**src/rtl/sbl_pkg.sv**
```systemverilog
// Shared types, constants and the abbreviation table of the sentence boundary locator.
package sbl_pkg;

    localparam int POS_W         = 16;
    localparam int MAX_TEXT_LEN  = 65535;
    localparam int WORD_TAIL_LEN = 7;
    localparam int WLEN_W        = 4;
    localparam int TAIL_W        = 8 * WORD_TAIL_LEN;
    localparam int NUM_ABBR      = 22;
    localparam int QUEUE_DEPTH   = 4;
    localparam int QPTR_W        = $clog2(QUEUE_DEPTH);

    localparam int CFG_DATA_W = 16;
    localparam int CFG_IDX_W  = 1;
    localparam logic [CFG_IDX_W-1:0] CFG_TARGET_INDEX = 1'd0;
    localparam logic [CFG_IDX_W-1:0] CFG_SELECT_FIRST = 1'd1;

    localparam logic [1:0] MODE_SKIP  = 2'd0;
    localparam logic [1:0] MODE_BODY  = 2'd1;
    localparam logic [1:0] MODE_TERM  = 2'd2;
    localparam logic [1:0] MODE_CLOSE = 2'd3;

    typedef struct packed {
        logic [7:0] char_byte;
        logic       end_only;
        logic       last;
    } t_in;

    typedef struct packed {
        logic [POS_W-1:0] sentence_start;
        logic [POS_W-1:0] sentence_end;
    } t_out;

    // Classified item handed from the front end to the back end.
    typedef struct packed {
        logic             take;
        logic             ws;
        logic             term;
        logic             closer;
        logic             brk;
        logic             last;
        logic [POS_W-1:0] len;
    } t_cls;

    // Entries are right-aligned: the final character sits in the low byte.
    localparam logic [TAIL_W-1:0] ABBR_TXT [NUM_ABBR] = '{
        TAIL_W'("e.g."), TAIL_W'("i.e."), TAIL_W'("etc."), TAIL_W'("mr."),
        TAIL_W'("mrs."), TAIL_W'("ms."), TAIL_W'("dr."), TAIL_W'("vs."),
        TAIL_W'("prof."), TAIL_W'("inc."), TAIL_W'("corp."), TAIL_W'("ltd."),
        TAIL_W'("al."), TAIL_W'("st."), TAIL_W'("approx."), TAIL_W'("dept."),
        TAIL_W'("fig."), TAIL_W'("figs."), TAIL_W'("no."), TAIL_W'("vol."),
        TAIL_W'("v."), TAIL_W'("gen.")
    };

    localparam logic [WLEN_W-1:0] ABBR_LEN [NUM_ABBR] = '{
        4'd4, 4'd4, 4'd4, 4'd3, 4'd4, 4'd3, 4'd3, 4'd3, 4'd5, 4'd4, 4'd5,
        4'd4, 4'd3, 4'd3, 4'd7, 4'd5, 4'd4, 4'd5, 4'd3, 4'd4, 4'd2, 4'd4
    };

    function automatic logic is_ws(input logic [7:0] b);
        return (b == 8'h20) || (b >= 8'h09 && b <= 8'h0D);
    endfunction

    function automatic logic is_term(input logic [7:0] b);
        return (b == 8'h2E) || (b == 8'h21) || (b == 8'h3F);
    endfunction

    function automatic logic is_closer(input logic [7:0] b);
        return (b == 8'h22) || (b == 8'h27) || (b == 8'h29) ||
               (b == 8'h5D) || (b == 8'h7D) || (b == 8'h3E);
    endfunction

    // Compares the whole current word against every abbreviation at once.
    function automatic logic is_abbrev(input logic [TAIL_W-1:0] tail,
                                       input logic [WLEN_W-1:0] wlen);
        logic              hit;
        logic [TAIL_W-1:0] mask;
        hit = 1'b0;
        for (int k = 0; k < NUM_ABBR; k++) begin
            mask = {TAIL_W{1'b1}} >> (8 * (WORD_TAIL_LEN - int'(ABBR_LEN[k])));
            if (wlen == ABBR_LEN[k] && (tail & mask) == (ABBR_TXT[k] & mask)) begin
                hit = 1'b1;
            end
        end
        return hit;
    endfunction

endpackage

```
**src/rtl/sbl_front.sv**
```systemverilog
// Front end: accepts text bytes, tracks position and the current word, classifies each byte.
module sbl_front (
    input  logic          i_clk,
    input  logic          i_rst_n,
    input  logic          i_in_valid,
    output logic          o_in_stall,
    input  sbl_pkg::t_in  i_in_item,
    input  logic          i_q_full,
    output logic          o_q_push,
    output sbl_pkg::t_cls o_q_item
);
    import sbl_pkg::*;

    logic [POS_W-1:0]  r_pos, n_pos;
    logic [TAIL_W-1:0] r_tail, n_tail;
    logic [WLEN_W-1:0] r_wlen, n_wlen;

    logic       accept;
    logic       take;
    logic       ws;
    logic [7:0] low;

    assign o_in_stall = i_q_full;
    assign accept     = i_in_valid && !i_q_full;
    assign take       = !i_in_item.end_only && (32'(r_pos) < MAX_TEXT_LEN);
    assign ws         = is_ws(i_in_item.char_byte);
    assign low        = (i_in_item.char_byte >= 8'h41 && i_in_item.char_byte <= 8'h5A) ?
                        (i_in_item.char_byte + 8'd32) : i_in_item.char_byte;

    always_comb begin
        n_pos  = r_pos;
        n_tail = r_tail;
        n_wlen = r_wlen;
        if (take) begin
            n_pos = r_pos + 1'b1;
            if (ws) begin
                n_wlen = '0;
            end else begin
                n_tail = {r_tail[TAIL_W-9:0], low};
                if (32'(r_wlen) <= WORD_TAIL_LEN) begin
                    n_wlen = r_wlen + 1'b1;
                end
            end
        end
    end

    // The abbreviation test sees the word with the current byte already in it.
    always_comb begin
        o_q_item.take   = take;
        o_q_item.ws     = ws;
        o_q_item.term   = is_term(i_in_item.char_byte);
        o_q_item.closer = is_closer(i_in_item.char_byte);
        o_q_item.brk    = is_term(i_in_item.char_byte) &&
                          !(i_in_item.char_byte == 8'h2E && is_abbrev(n_tail, n_wlen));
        o_q_item.last   = i_in_item.last;
        o_q_item.len    = n_pos;
    end

    assign o_q_push = accept && (take || i_in_item.last);

    always_ff @(posedge i_clk) begin
        if (!i_rst_n) begin
            r_pos  <= '0;
            r_tail <= '0;
            r_wlen <= '0;
        end else if (accept) begin
            if (i_in_item.last) begin
                r_pos  <= '0;
                r_tail <= '0;
                r_wlen <= '0;
            end else begin
                r_pos  <= n_pos;
                r_tail <= n_tail;
                r_wlen <= n_wlen;
            end
        end
    end

endmodule

```
**src/rtl/sbl_queue.sv**
```systemverilog
// Small register queue between the front end and the back end.
module sbl_queue (
    input  logic          i_clk,
    input  logic          i_rst_n,
    input  logic          i_push,
    input  sbl_pkg::t_cls i_data,
    output logic          o_full,
    input  logic          i_pop,
    output logic          o_valid,
    output sbl_pkg::t_cls o_data
);
    import sbl_pkg::*;

    t_cls               r_mem [QUEUE_DEPTH];
    logic [QPTR_W-1:0]  r_wr, r_rd;
    logic [QPTR_W:0]    r_count;

    logic do_push, do_pop;

    assign o_full  = (32'(r_count) == QUEUE_DEPTH);
    assign o_valid = (r_count != '0);
    assign o_data  = r_mem[r_rd];
    assign do_push = i_push && !o_full;
    assign do_pop  = i_pop && o_valid;

    always_ff @(posedge i_clk) begin
        if (do_push) begin
            r_mem[r_wr] <= i_data;
        end
    end

    always_ff @(posedge i_clk) begin
        if (!i_rst_n) begin
            r_wr    <= '0;
            r_rd    <= '0;
            r_count <= '0;
        end else begin
            if (do_push) begin
                r_wr <= r_wr + 1'b1;
            end
            if (do_pop) begin
                r_rd <= r_rd + 1'b1;
            end
            if (do_push && !do_pop) begin
                r_count <= r_count + 1'b1;
            end else if (do_pop && !do_push) begin
                r_count <= r_count - 1'b1;
            end
        end
    end

endmodule

```
**src/rtl/sbl_back.sv**
```systemverilog
// Back end: sentence scanner, target selection and the result register.
module sbl_back (
    input  logic                         i_clk,
    input  logic                         i_rst_n,
    input  logic                         i_q_valid,
    input  sbl_pkg::t_cls                i_q_item,
    output logic                         o_q_pop,
    input  logic [sbl_pkg::POS_W-1:0]    i_target_index,
    input  logic                         i_select_first,
    output logic                         o_out_valid,
    input  logic                         i_out_stall,
    output sbl_pkg::t_out                o_out_item
);
    import sbl_pkg::*;

    logic [1:0]       r_mode, n_mode;
    logic [POS_W-1:0] r_cur_start, n_cur_start;
    logic [POS_W-1:0] r_lne, n_lne;
    logic [POS_W-1:0] r_ch_start, n_ch_start;
    logic [POS_W-1:0] r_ch_end, n_ch_end;
    logic             r_match, n_match;
    logic             r_any, n_any;
    logic             r_out_valid;
    t_out             r_out;

    logic pop;
    logic add_req;
    logic hit;

    assign pop     = i_q_valid && (!i_q_item.last || !r_out_valid || !i_out_stall);
    assign o_q_pop = pop;

    always_comb begin
        n_mode      = r_mode;
        n_cur_start = r_cur_start;
        n_lne       = r_lne;
        add_req     = 1'b0;
        if (i_q_item.take) begin
            if (!i_q_item.ws) begin
                n_lne = i_q_item.len;
            end
            case (r_mode)
                MODE_SKIP: begin
                    if (!i_q_item.ws) begin
                        n_cur_start = i_q_item.len - 1'b1;
                        n_mode      = i_q_item.brk ? MODE_TERM : MODE_BODY;
                    end
                end
                MODE_TERM: begin
                    if (i_q_item.ws) begin
                        add_req = 1'b1;
                        n_mode  = MODE_SKIP;
                    end else if (i_q_item.closer) begin
                        n_mode = MODE_CLOSE;
                    end else if (!i_q_item.term) begin
                        n_mode = MODE_BODY;
                    end
                end
                MODE_CLOSE: begin
                    if (i_q_item.ws) begin
                        add_req = 1'b1;
                        n_mode  = MODE_SKIP;
                    end else if (!i_q_item.closer) begin
                        n_mode = i_q_item.brk ? MODE_TERM : MODE_BODY;
                    end
                end
                default: begin
                    if (!i_q_item.ws && i_q_item.brk) begin
                        n_mode = MODE_TERM;
                    end
                end
            endcase
        end
        // The end of text closes an unfinished tail sentence.
        if (i_q_item.last && n_mode != MODE_SKIP) begin
            add_req = 1'b1;
        end
    end

    assign hit = (i_target_index >= n_cur_start) && (i_target_index <= n_lne);

    always_comb begin
        n_ch_start = r_ch_start;
        n_ch_end   = r_ch_end;
        n_match    = r_match;
        n_any      = r_any;
        if (add_req && (!r_any || (!i_select_first && !r_match))) begin
            n_ch_start = n_cur_start;
            n_ch_end   = n_lne;
            n_match    = hit;
            n_any      = 1'b1;
        end
    end

    always_ff @(posedge i_clk) begin
        if (!i_rst_n) begin
            r_mode      <= MODE_SKIP;
            r_cur_start <= '0;
            r_lne       <= '0;
            r_ch_start  <= '0;
            r_ch_end    <= '0;
            r_match     <= 1'b0;
            r_any       <= 1'b0;
        end else if (pop) begin
            if (i_q_item.last) begin
                r_mode      <= MODE_SKIP;
                r_cur_start <= '0;
                r_lne       <= '0;
                r_ch_start  <= '0;
                r_ch_end    <= '0;
                r_match     <= 1'b0;
                r_any       <= 1'b0;
            end else begin
                r_mode      <= n_mode;
                r_cur_start <= n_cur_start;
                r_lne       <= n_lne;
                r_ch_start  <= n_ch_start;
                r_ch_end    <= n_ch_end;
                r_match     <= n_match;
                r_any       <= n_any;
            end
        end
    end

    always_ff @(posedge i_clk) begin
        if (!i_rst_n) begin
            r_out_valid <= 1'b0;
        end else if (pop && i_q_item.last) begin
            r_out_valid <= 1'b1;
        end else if (!i_out_stall) begin
            r_out_valid <= 1'b0;
        end
    end

    // With no sentence at all the whole text length is reported.
    always_ff @(posedge i_clk) begin
        if (pop && i_q_item.last) begin
            r_out.sentence_start <= n_any ? n_ch_start : '0;
            r_out.sentence_end   <= n_any ? n_ch_end : i_q_item.len;
        end
    end

    assign o_out_valid = r_out_valid;
    assign o_out_item  = r_out;

endmodule

```
**src/rtl/sentence_boundary_locator.sv**
```systemverilog
// Top level of the sentence boundary locator: configuration registers and the front/back pipeline.
//
// The block scans text at one byte per clock cycle while the queue is not full and, on the item
// marked last, delivers one item with the start and exclusive end offset of the chosen sentence.
// The front end classifies each byte combinationally, including the case-insensitive abbreviation
// compare over the current word, and feeds a four-entry queue; the back end runs the sentence
// scanner and the target selection, also one item per cycle unless a last item waits on a
// stalled result, and holds the result in an output register, loaded when it takes the last item.
// A stall on the result side only holds up the next text's last item; its other bytes keep flowing
// until the queue fills. Configuration should be written only while no text is in flight.
module sentence_boundary_locator (
    input  logic                               i_clk,
    input  logic                               i_rst_n,
    input  logic                               i_cfg_we,
    input  logic [sbl_pkg::CFG_IDX_W-1:0]      i_cfg_index,
    input  logic [sbl_pkg::CFG_DATA_W-1:0]     i_cfg_data,
    input  logic                               i_in_valid,
    output logic                               o_in_stall,
    input  sbl_pkg::t_in                       i_in_item,
    output logic                               o_out_valid,
    input  logic                               i_out_stall,
    output sbl_pkg::t_out                      o_out_item
);
    import sbl_pkg::*;

    logic [POS_W-1:0] r_target_index;
    logic             r_select_first;

    logic q_full;
    logic q_push;
    logic q_pop;
    logic q_valid;
    t_cls q_in;
    t_cls q_out;

    always_ff @(posedge i_clk) begin
        if (!i_rst_n) begin
            r_target_index <= '0;
            r_select_first <= 1'b0;
        end else if (i_cfg_we) begin
            case (i_cfg_index)
                CFG_TARGET_INDEX: r_target_index <= i_cfg_data[POS_W-1:0];
                CFG_SELECT_FIRST: r_select_first <= i_cfg_data[0];
                default: ;
            endcase
        end
    end

    sbl_front u_front (
        .i_clk      (i_clk),
        .i_rst_n    (i_rst_n),
        .i_in_valid (i_in_valid),
        .o_in_stall (o_in_stall),
        .i_in_item  (i_in_item),
        .i_q_full   (q_full),
        .o_q_push   (q_push),
        .o_q_item   (q_in)
    );

    sbl_queue u_queue (
        .i_clk   (i_clk),
        .i_rst_n (i_rst_n),
        .i_push  (q_push),
        .i_data  (q_in),
        .o_full  (q_full),
        .i_pop   (q_pop),
        .o_valid (q_valid),
        .o_data  (q_out)
    );

    sbl_back u_back (
        .i_clk          (i_clk),
        .i_rst_n        (i_rst_n),
        .i_q_valid      (q_valid),
        .i_q_item       (q_out),
        .o_q_pop        (q_pop),
        .i_target_index (r_target_index),
        .i_select_first (r_select_first),
        .o_out_valid    (o_out_valid),
        .i_out_stall    (i_out_stall),
        .o_out_item     (o_out_item)
    );

endmodule
```
**config.mk**
```make
export PLATFORM = sky130hd
export DESIGN_NAME = sentence_boundary_locator
export DESIGN_NICKNAME = d
export VERILOG_FILES = /design/src/rtl/sbl_pkg.sv /design/src/rtl/sbl_front.sv /design/src/rtl/sbl_queue.sv /design/src/rtl/sbl_back.sv /design/src/rtl/sentence_boundary_locator.sv
export SDC_FILE = /design/constraint.sdc
export NUM_CORES = 1
export LEC_CHECK = 0
export ABC_AREA = 1
export BUFFER_PORTS_ARGS = -buffer_cell sky130_fd_sc_hd__buf_2
export CAP_MARGIN = 20
export CORE_MARGIN = 1
export CORE_UTILIZATION = 50
export CTS_BUF_LIST = sky130_fd_sc_hd__clkbuf_8
export DETAILED_ROUTE_END_ITERATION = 7
export GPL_ROUTABILITY_DRIVEN = 0
export PLACE_DENSITY = 0.67
export SLEW_MARGIN = 30
export SYNTH_ARGS = -nofsm -noshare
export SYNTH_HDL_FRONTEND = slang
export SYNTH_SLANG_ARGS = --single-unit
export TNS_END_PERCENT = 1
```
**constraint.sdc**
```tcl
create_clock -name i_clk -period 5.31 [get_ports i_clk]
set_clock_uncertainty 0.15 [all_clocks]
set_input_delay 1.062 -clock i_clk [delete_from_list [all_inputs] [get_ports i_clk]]
set_output_delay 1.062 -clock i_clk [all_outputs]
set_load 0.02 [all_outputs]
```
==> report_table.html <==
<table>
<tr><th>Metric</th><th>Value</th></tr>
<tr><th colspan="2">Status</th></tr>
<tr><td>Outcome</td><td>completed</td></tr>
<tr><th colspan="2">Flow run</th></tr>
<tr><td>Number of maximum-capacitance violations</td><td>0</td></tr>
<tr><th colspan="2">Cells and area</th></tr>
<tr><td>Share of post-route cells with drive strength above 1</td><td>between 10% and 20%</td></tr>
<tr><td>Commonest non-fill, non-tap cells in the layout</td><td>656 x sky130_fd_sc_hd__nand2_1, 213 x sky130_fd_sc_hd__a21oi_1, 189 x sky130_fd_sc_hd__inv_1</td></tr>
<tr><td>Final #Nets</td><td>roughly 2200</td></tr>
<tr><td>Post-route standard cell area excluding fillers</td><td>~17000 um2</td></tr>
<tr><td>Antenna cells</td><td>0</td></tr>
<tr><td># fillers</td><td>around 2800</td></tr>
<tr><td>Layout overhead on the synthesized area</td><td>10.5%</td></tr>
<tr><td>Most common library cell in the layout ignoring fill and taps</td><td>sky130_fd_sc_hd__nand2_1</td></tr>
<tr><th colspan="2">Synth</th></tr>
<tr><td>Cell type with the largest total area after synthesis</td><td>sky130_fd_sc_hd__edfxtp_1</td></tr>
<tr><td>Post-Syn Nets</td><td>between 2000 and 2500</td></tr>
<tr><td>Post-synthesis cell count</td><td>2089</td></tr>
<tr><td>Area share of the leading cell type in the synthesized netlist</td><td>23.4%</td></tr>
<tr><td>Netlist cell types</td><td>51</td></tr>
<tr><td>Synthesized area per cell</td><td>7.38 um2</td></tr>
<tr><td>Largest cells by area after synthesis</td><td>sky130_fd_sc_hd__edfxtp_1 23%, sky130_fd_sc_hd__dfxtp_1 22%, sky130_fd_sc_hd__nand2_1 16%</td></tr>
<tr><td>Number of synthesized register bits</td><td>roughly 290</td></tr>
<tr><td>Number of warnings reported in the yosys synthesis log</td><td>0</td></tr>
<tr><td>Synthesized area</td><td>between 15000 and 20000 um2</td></tr>
<tr><td>Sequential cell area fraction in the yosys report</td><td>a little under half</td></tr>
<tr><th colspan="2">STA</th></tr>
<tr><td>Min Clock Period, post-route</td><td>4.04 ns</td></tr>
<tr><td>Setup WS post-layout</td><td>roughly 1.3 ns</td></tr>
<tr><td>Max Slew Vio Count</td><td>0</td></tr>
<tr><td>Count of endpoints failing hold in the final timing report</td><td>0</td></tr>
<tr><td>Final period util</td><td>between 70% and 80%</td></tr>
<tr><td>Worst slew margin</td><td>between 40% and 50%</td></tr>
<tr><td>Accumulated negative setup slack</td><td>0 ns</td></tr>
<tr><td>Setup repair after global routing missed its margin</td><td>false</td></tr>
<tr><td>Pin slew with the least headroom to its limit</td><td>between 0.8 and 0.9 ns</td></tr>
<tr><td>Setup Viol. Count Final</td><td>0</td></tr>
<tr><td>Fmax</td><td>about 0.25 GHz</td></tr>
<tr><th colspan="2">GRT</th></tr>
<tr><td>Number of global-route vias before repair</td><td>13100</td></tr>
<tr><td>Wire length of the first global-routing pass</td><td>64000 um</td></tr>
<tr><td>Remaining global-route overflow</td><td>0</td></tr>
<tr><td>Overall global routing resource usage</td><td>around a quarter</td></tr>
<tr><td>Maximum number of pins on one net before global-route repair</td><td>around 70</td></tr>
<tr><td>Antenna violations before repair</td><td>0</td></tr>
<tr><th colspan="2">Critical path</th></tr>
<tr><td>CP startpoint kind</td><td>flip-flop</td></tr>
<tr><td>Data required time of the critical path</td><td>~5.7 ns</td></tr>
<tr><td>Critical register-to-register path endpoint</td><td>u_back.r_match</td></tr>
<tr><td>Worst EP arrival</td><td>~4.4 ns</td></tr>
<tr><td>Kind of end point of the critical path</td><td>flip-flop</td></tr>
<tr><td>Length in cells of the worst reg-to-reg path</td><td>25</td></tr>
<tr><td>Worst-path maximum fanout</td><td>21</td></tr>
<tr><td>Slack of the worst reg-to-reg path</td><td>~1.3 ns</td></tr>
<tr><td>Worst Path Class, Setup</td><td>reg2reg</td></tr>
<tr><th colspan="2">Placed design</th></tr>
<tr><td>Port Buf Inserts</td><td>65</td></tr>
<tr><td>Pre-CTS worst setup slack</td><td>roughly 0.95 ns</td></tr>
<tr><td>Cell area after placement</td><td>~16000 um2</td></tr>
<tr><td>Dpl hpwl</td><td>26100 um</td></tr>
<tr><th colspan="2">Floorplanning</th></tr>
<tr><td>I/O pin cnt</td><td>between 60 and 70</td></tr>
<tr><td>Die Height</td><td>178 um</td></tr>
<tr><td>Total number of placement rows</td><td>63</td></tr>
<tr><td>Core ar.</td><td>between 20000 and 30000 um2</td></tr>
<tr><td>Initial standard-cell utilization of the core</td><td>between 50% and 60%</td></tr>
<tr><td>Die area</td><td>around 32000 um2</td></tr>
<tr><td>DIE WIDTH</td><td>approximately 180 um</td></tr>
<tr><th colspan="2">Drt</th></tr>
<tr><td>Iteration-0 DRC count of the detailed router</td><td>around 800</td></tr>
<tr><td>Routed WL per cell</td><td>between 15 and 20 um</td></tr>
<tr><td>First-pass DRT Iterations</td><td>5</td></tr>
<tr><td>Routed Antenna Nets</td><td>0</td></tr>
<tr><td>DRC violations left</td><td>0</td></tr>
<tr><td>Detailed Route WL</td><td>~40000 um</td></tr>
<tr><td>DR vias</td><td>approximately 14000</td></tr>
<tr><td>DR vias/cell</td><td>~5.3</td></tr>
<tr><th colspan="2">Worst hold path</th></tr>
<tr><td>Sink of the worst hold path</td><td>u_back.r_lne[13]</td></tr>
<tr><td>Kind of path behind the tightest hold check</td><td>reg2reg</td></tr>
<tr><td>Hold path startpoint</td><td>u_back.r_lne[13]</td></tr>
<tr><td>Number of cells traversed by the worst hold path</td><td>2</td></tr>
<tr><th colspan="2">Power and ir drop</th></tr>
<tr><td>Power per cell area</td><td>approximately 570 nW/um2</td></tr>
<tr><td>Leak pwr</td><td>roughly 7 nW</td></tr>
<tr><td>Largest voltage drop on the vdd net</td><td>0.362 mV</td></tr>
<tr><th colspan="2">Clocking</th></tr>
<tr><td>Max Root-Sink Buffers</td><td>3</td></tr>
<tr><td>CTS H-tree lvls</td><td>2</td></tr>
<tr><td>TritonCTS Buffers</td><td>slightly below 50</td></tr>
<tr><td>CTS hold repair buffers</td><td>0</td></tr>
<tr><td>Number of resized instances in the post-cts repair step</td><td>0</td></tr>
<tr><td>Post-CTS repair timing setup buffer count</td><td>0</td></tr>
<tr><td>CTS tree</td><td>built</td></tr>
<tr><td>Latest clock arrival within the worst-skew pair</td><td>about 0.59 ns</td></tr>
<tr><td>Clock sinks</td><td>291</td></tr>
<tr><td>Clock root cell</td><td>sky130_fd_sc_hd__clkbuf_8</td></tr>
<tr><td>Clock-pin transition on the worst setup and hold timing paths</td><td>around 0.060 ns</td></tr>
</table>
metal layers:
layer,global-route usage [%],wire length [um],vias to the layer above,part of all wire (%)
met2,45.6,18900,295,49
met4,9.26,1140,0,2.9
met5,0,0,-,0
met3,3.68,1690,73,4.3
met1,30.6,17100,6259,44
li1,-,-,6935,-
Yosys cell counts, drive strengths merged:
master,n
nand2,663
a21oi,214
nor2,192
inv,184
dfxtp,171
nand3,157
edfxtp,120
o21ai,109
clkbuf,57
buf,44
ha,41
or2,39
xor2,21
nand4,13
nor3,13
o22ai,12
a32o,7
xnor2,5
nand3b,3
nor3b,3
o2111ai,3
a32oi,2
o211ai,2
o221ai,2
o22a,2
a211oi,1
a31o,1
a31oi,1
and3,1
clkinv,1
fa,1
nor4,1
o21a,1
o21bai,1
o311ai,1
logic make-up after synthesis:
logic type                 after synthesis  synth area share, %
AOI/OAI and AO/OA                      359                 12.5
xor gates and xnor gates                26                 1.48
adders and majority gates               42                 3.46
buffers and inverters                  286                 7.68
DFF                                    291                 45.6
and+or+nand+nor                       1085                 29.3
through the flow:
step / power [mW] / utilization (%) / std cells / hold WS [ns]
floorplan: 6.39 / - / 2089 / 0.286
global placement: 7.59 / 53.5 / 2471 / 0.297
detailed placement: 7.70 / 53.5 / 2471 / 0.302
CTS: 9.85 / 56.9 / 2563 / 0.312
global route: 10.5 / 56.9 / 2563 / 0.321
finish: 9.79 / 56.9 / 2563 / 0.313
layout make-up:
| type | instances | area [um2] | area share, % |
|---|---|---|---|
| multi-input combinational | 1512 | 7250 | 42.6 |
| sequential | 291 | 7030 | 41.2 |
| inverter | 185 | 697 | 4.09 |
| clock buffer | 49 | 674 | 3.96 |
| timing repair buffer | 93 | 548 | 3.22 |
| tap | 390 | 488 | 2.86 |
| clock inverter | 43 | 354 | 2.08 |
flip-flops by register name, summed over array words and instances (netlist names), named ones only:
| name | count |
|---|---|
| u_queue.r_mem | 88 |
| u_front.r_tail | 56 |
| u_back.o_out_item | 32 |
| r_target_index | 16 |
| u_back.r_ch_end | 16 |
| u_back.r_ch_start | 16 |
| u_back.r_cur_start | 16 |
| u_back.r_lne | 16 |
| u_front.r_pos | 16 |
| u_front.r_wlen | 4 |
| u_queue.r_count | 3 |
| u_back.r_mode | 2 |
| u_queue.r_rd | 2 |
| u_queue.r_wr | 2 |
| r_select_first | 1 |
| u_back.o_out_valid | 1 |
| u_back.r_any | 1 |
| u_back.r_match | 1 |
worst max-delay path: stages, from the launching register on:
cell and delay, ns:
sky130_fd_sc_hd__dfxtp_1 0.32, sky130_fd_sc_hd__inv_2 0.31, sky130_fd_sc_hd__buf_4 0.32, sky130_fd_sc_hd__nand2_1 0.07, sky130_fd_sc_hd__nand3_1 0.07, sky130_fd_sc_hd__nand2_1 0.16
sky130_fd_sc_hd__inv_1 0.15, sky130_fd_sc_hd__nor2_2 0.06, sky130_fd_sc_hd__nand2_1 0.22, sky130_fd_sc_hd__inv_1 0.09, sky130_fd_sc_hd__or2_2 0.27, sky130_fd_sc_hd__o21ai_0 0.20
sky130_fd_sc_hd__inv_1 0.13, sky130_fd_sc_hd__ha_1 0.30, sky130_fd_sc_hd__inv_1 0.04, sky130_fd_sc_hd__nand2_1 0.04, sky130_fd_sc_hd__a21oi_1 0.05, sky130_fd_sc_hd__o21ai_0 0.18
sky130_fd_sc_hd__nand3_1 0.09, sky130_fd_sc_hd__nand2_1 0.07, sky130_fd_sc_hd__nand3_1 0.07, sky130_fd_sc_hd__nand2_1 0.11, sky130_fd_sc_hd__a21oi_1 0.09, sky130_fd_sc_hd__o221ai_1 0.18
sky130_fd_sc_hd__nand3_1 0.09, sky130_fd_sc_hd__a21oi_1 0.13
report_power, final:
part | internal, mW | switching, mW | total (mW)
Sequential | 2.89 | 0.181 | 3.07
Clock | 1.17 | 0.952 | 2.12
Combinational | 1.37 | 3.24 | 4.60
Total | 5.42 | 4.37 | 9.79
how the worst max path moves through the flow:
stage                                end  slack (ns)  cells after the start
finish                    u_back.r_match        1.27                     25
global route              u_back.r_match        0.97                     25
CTS                       u_back.r_match        1.28                     25
detailed placement  u_queue.r_mem[2][17]        0.95                     19
global placement    u_queue.r_mem[0][17]        1.06                     19
floorplan           u_queue.r_mem[0][17]        2.03                     19
No activity file was read; power rests on OpenSTA's default activity.
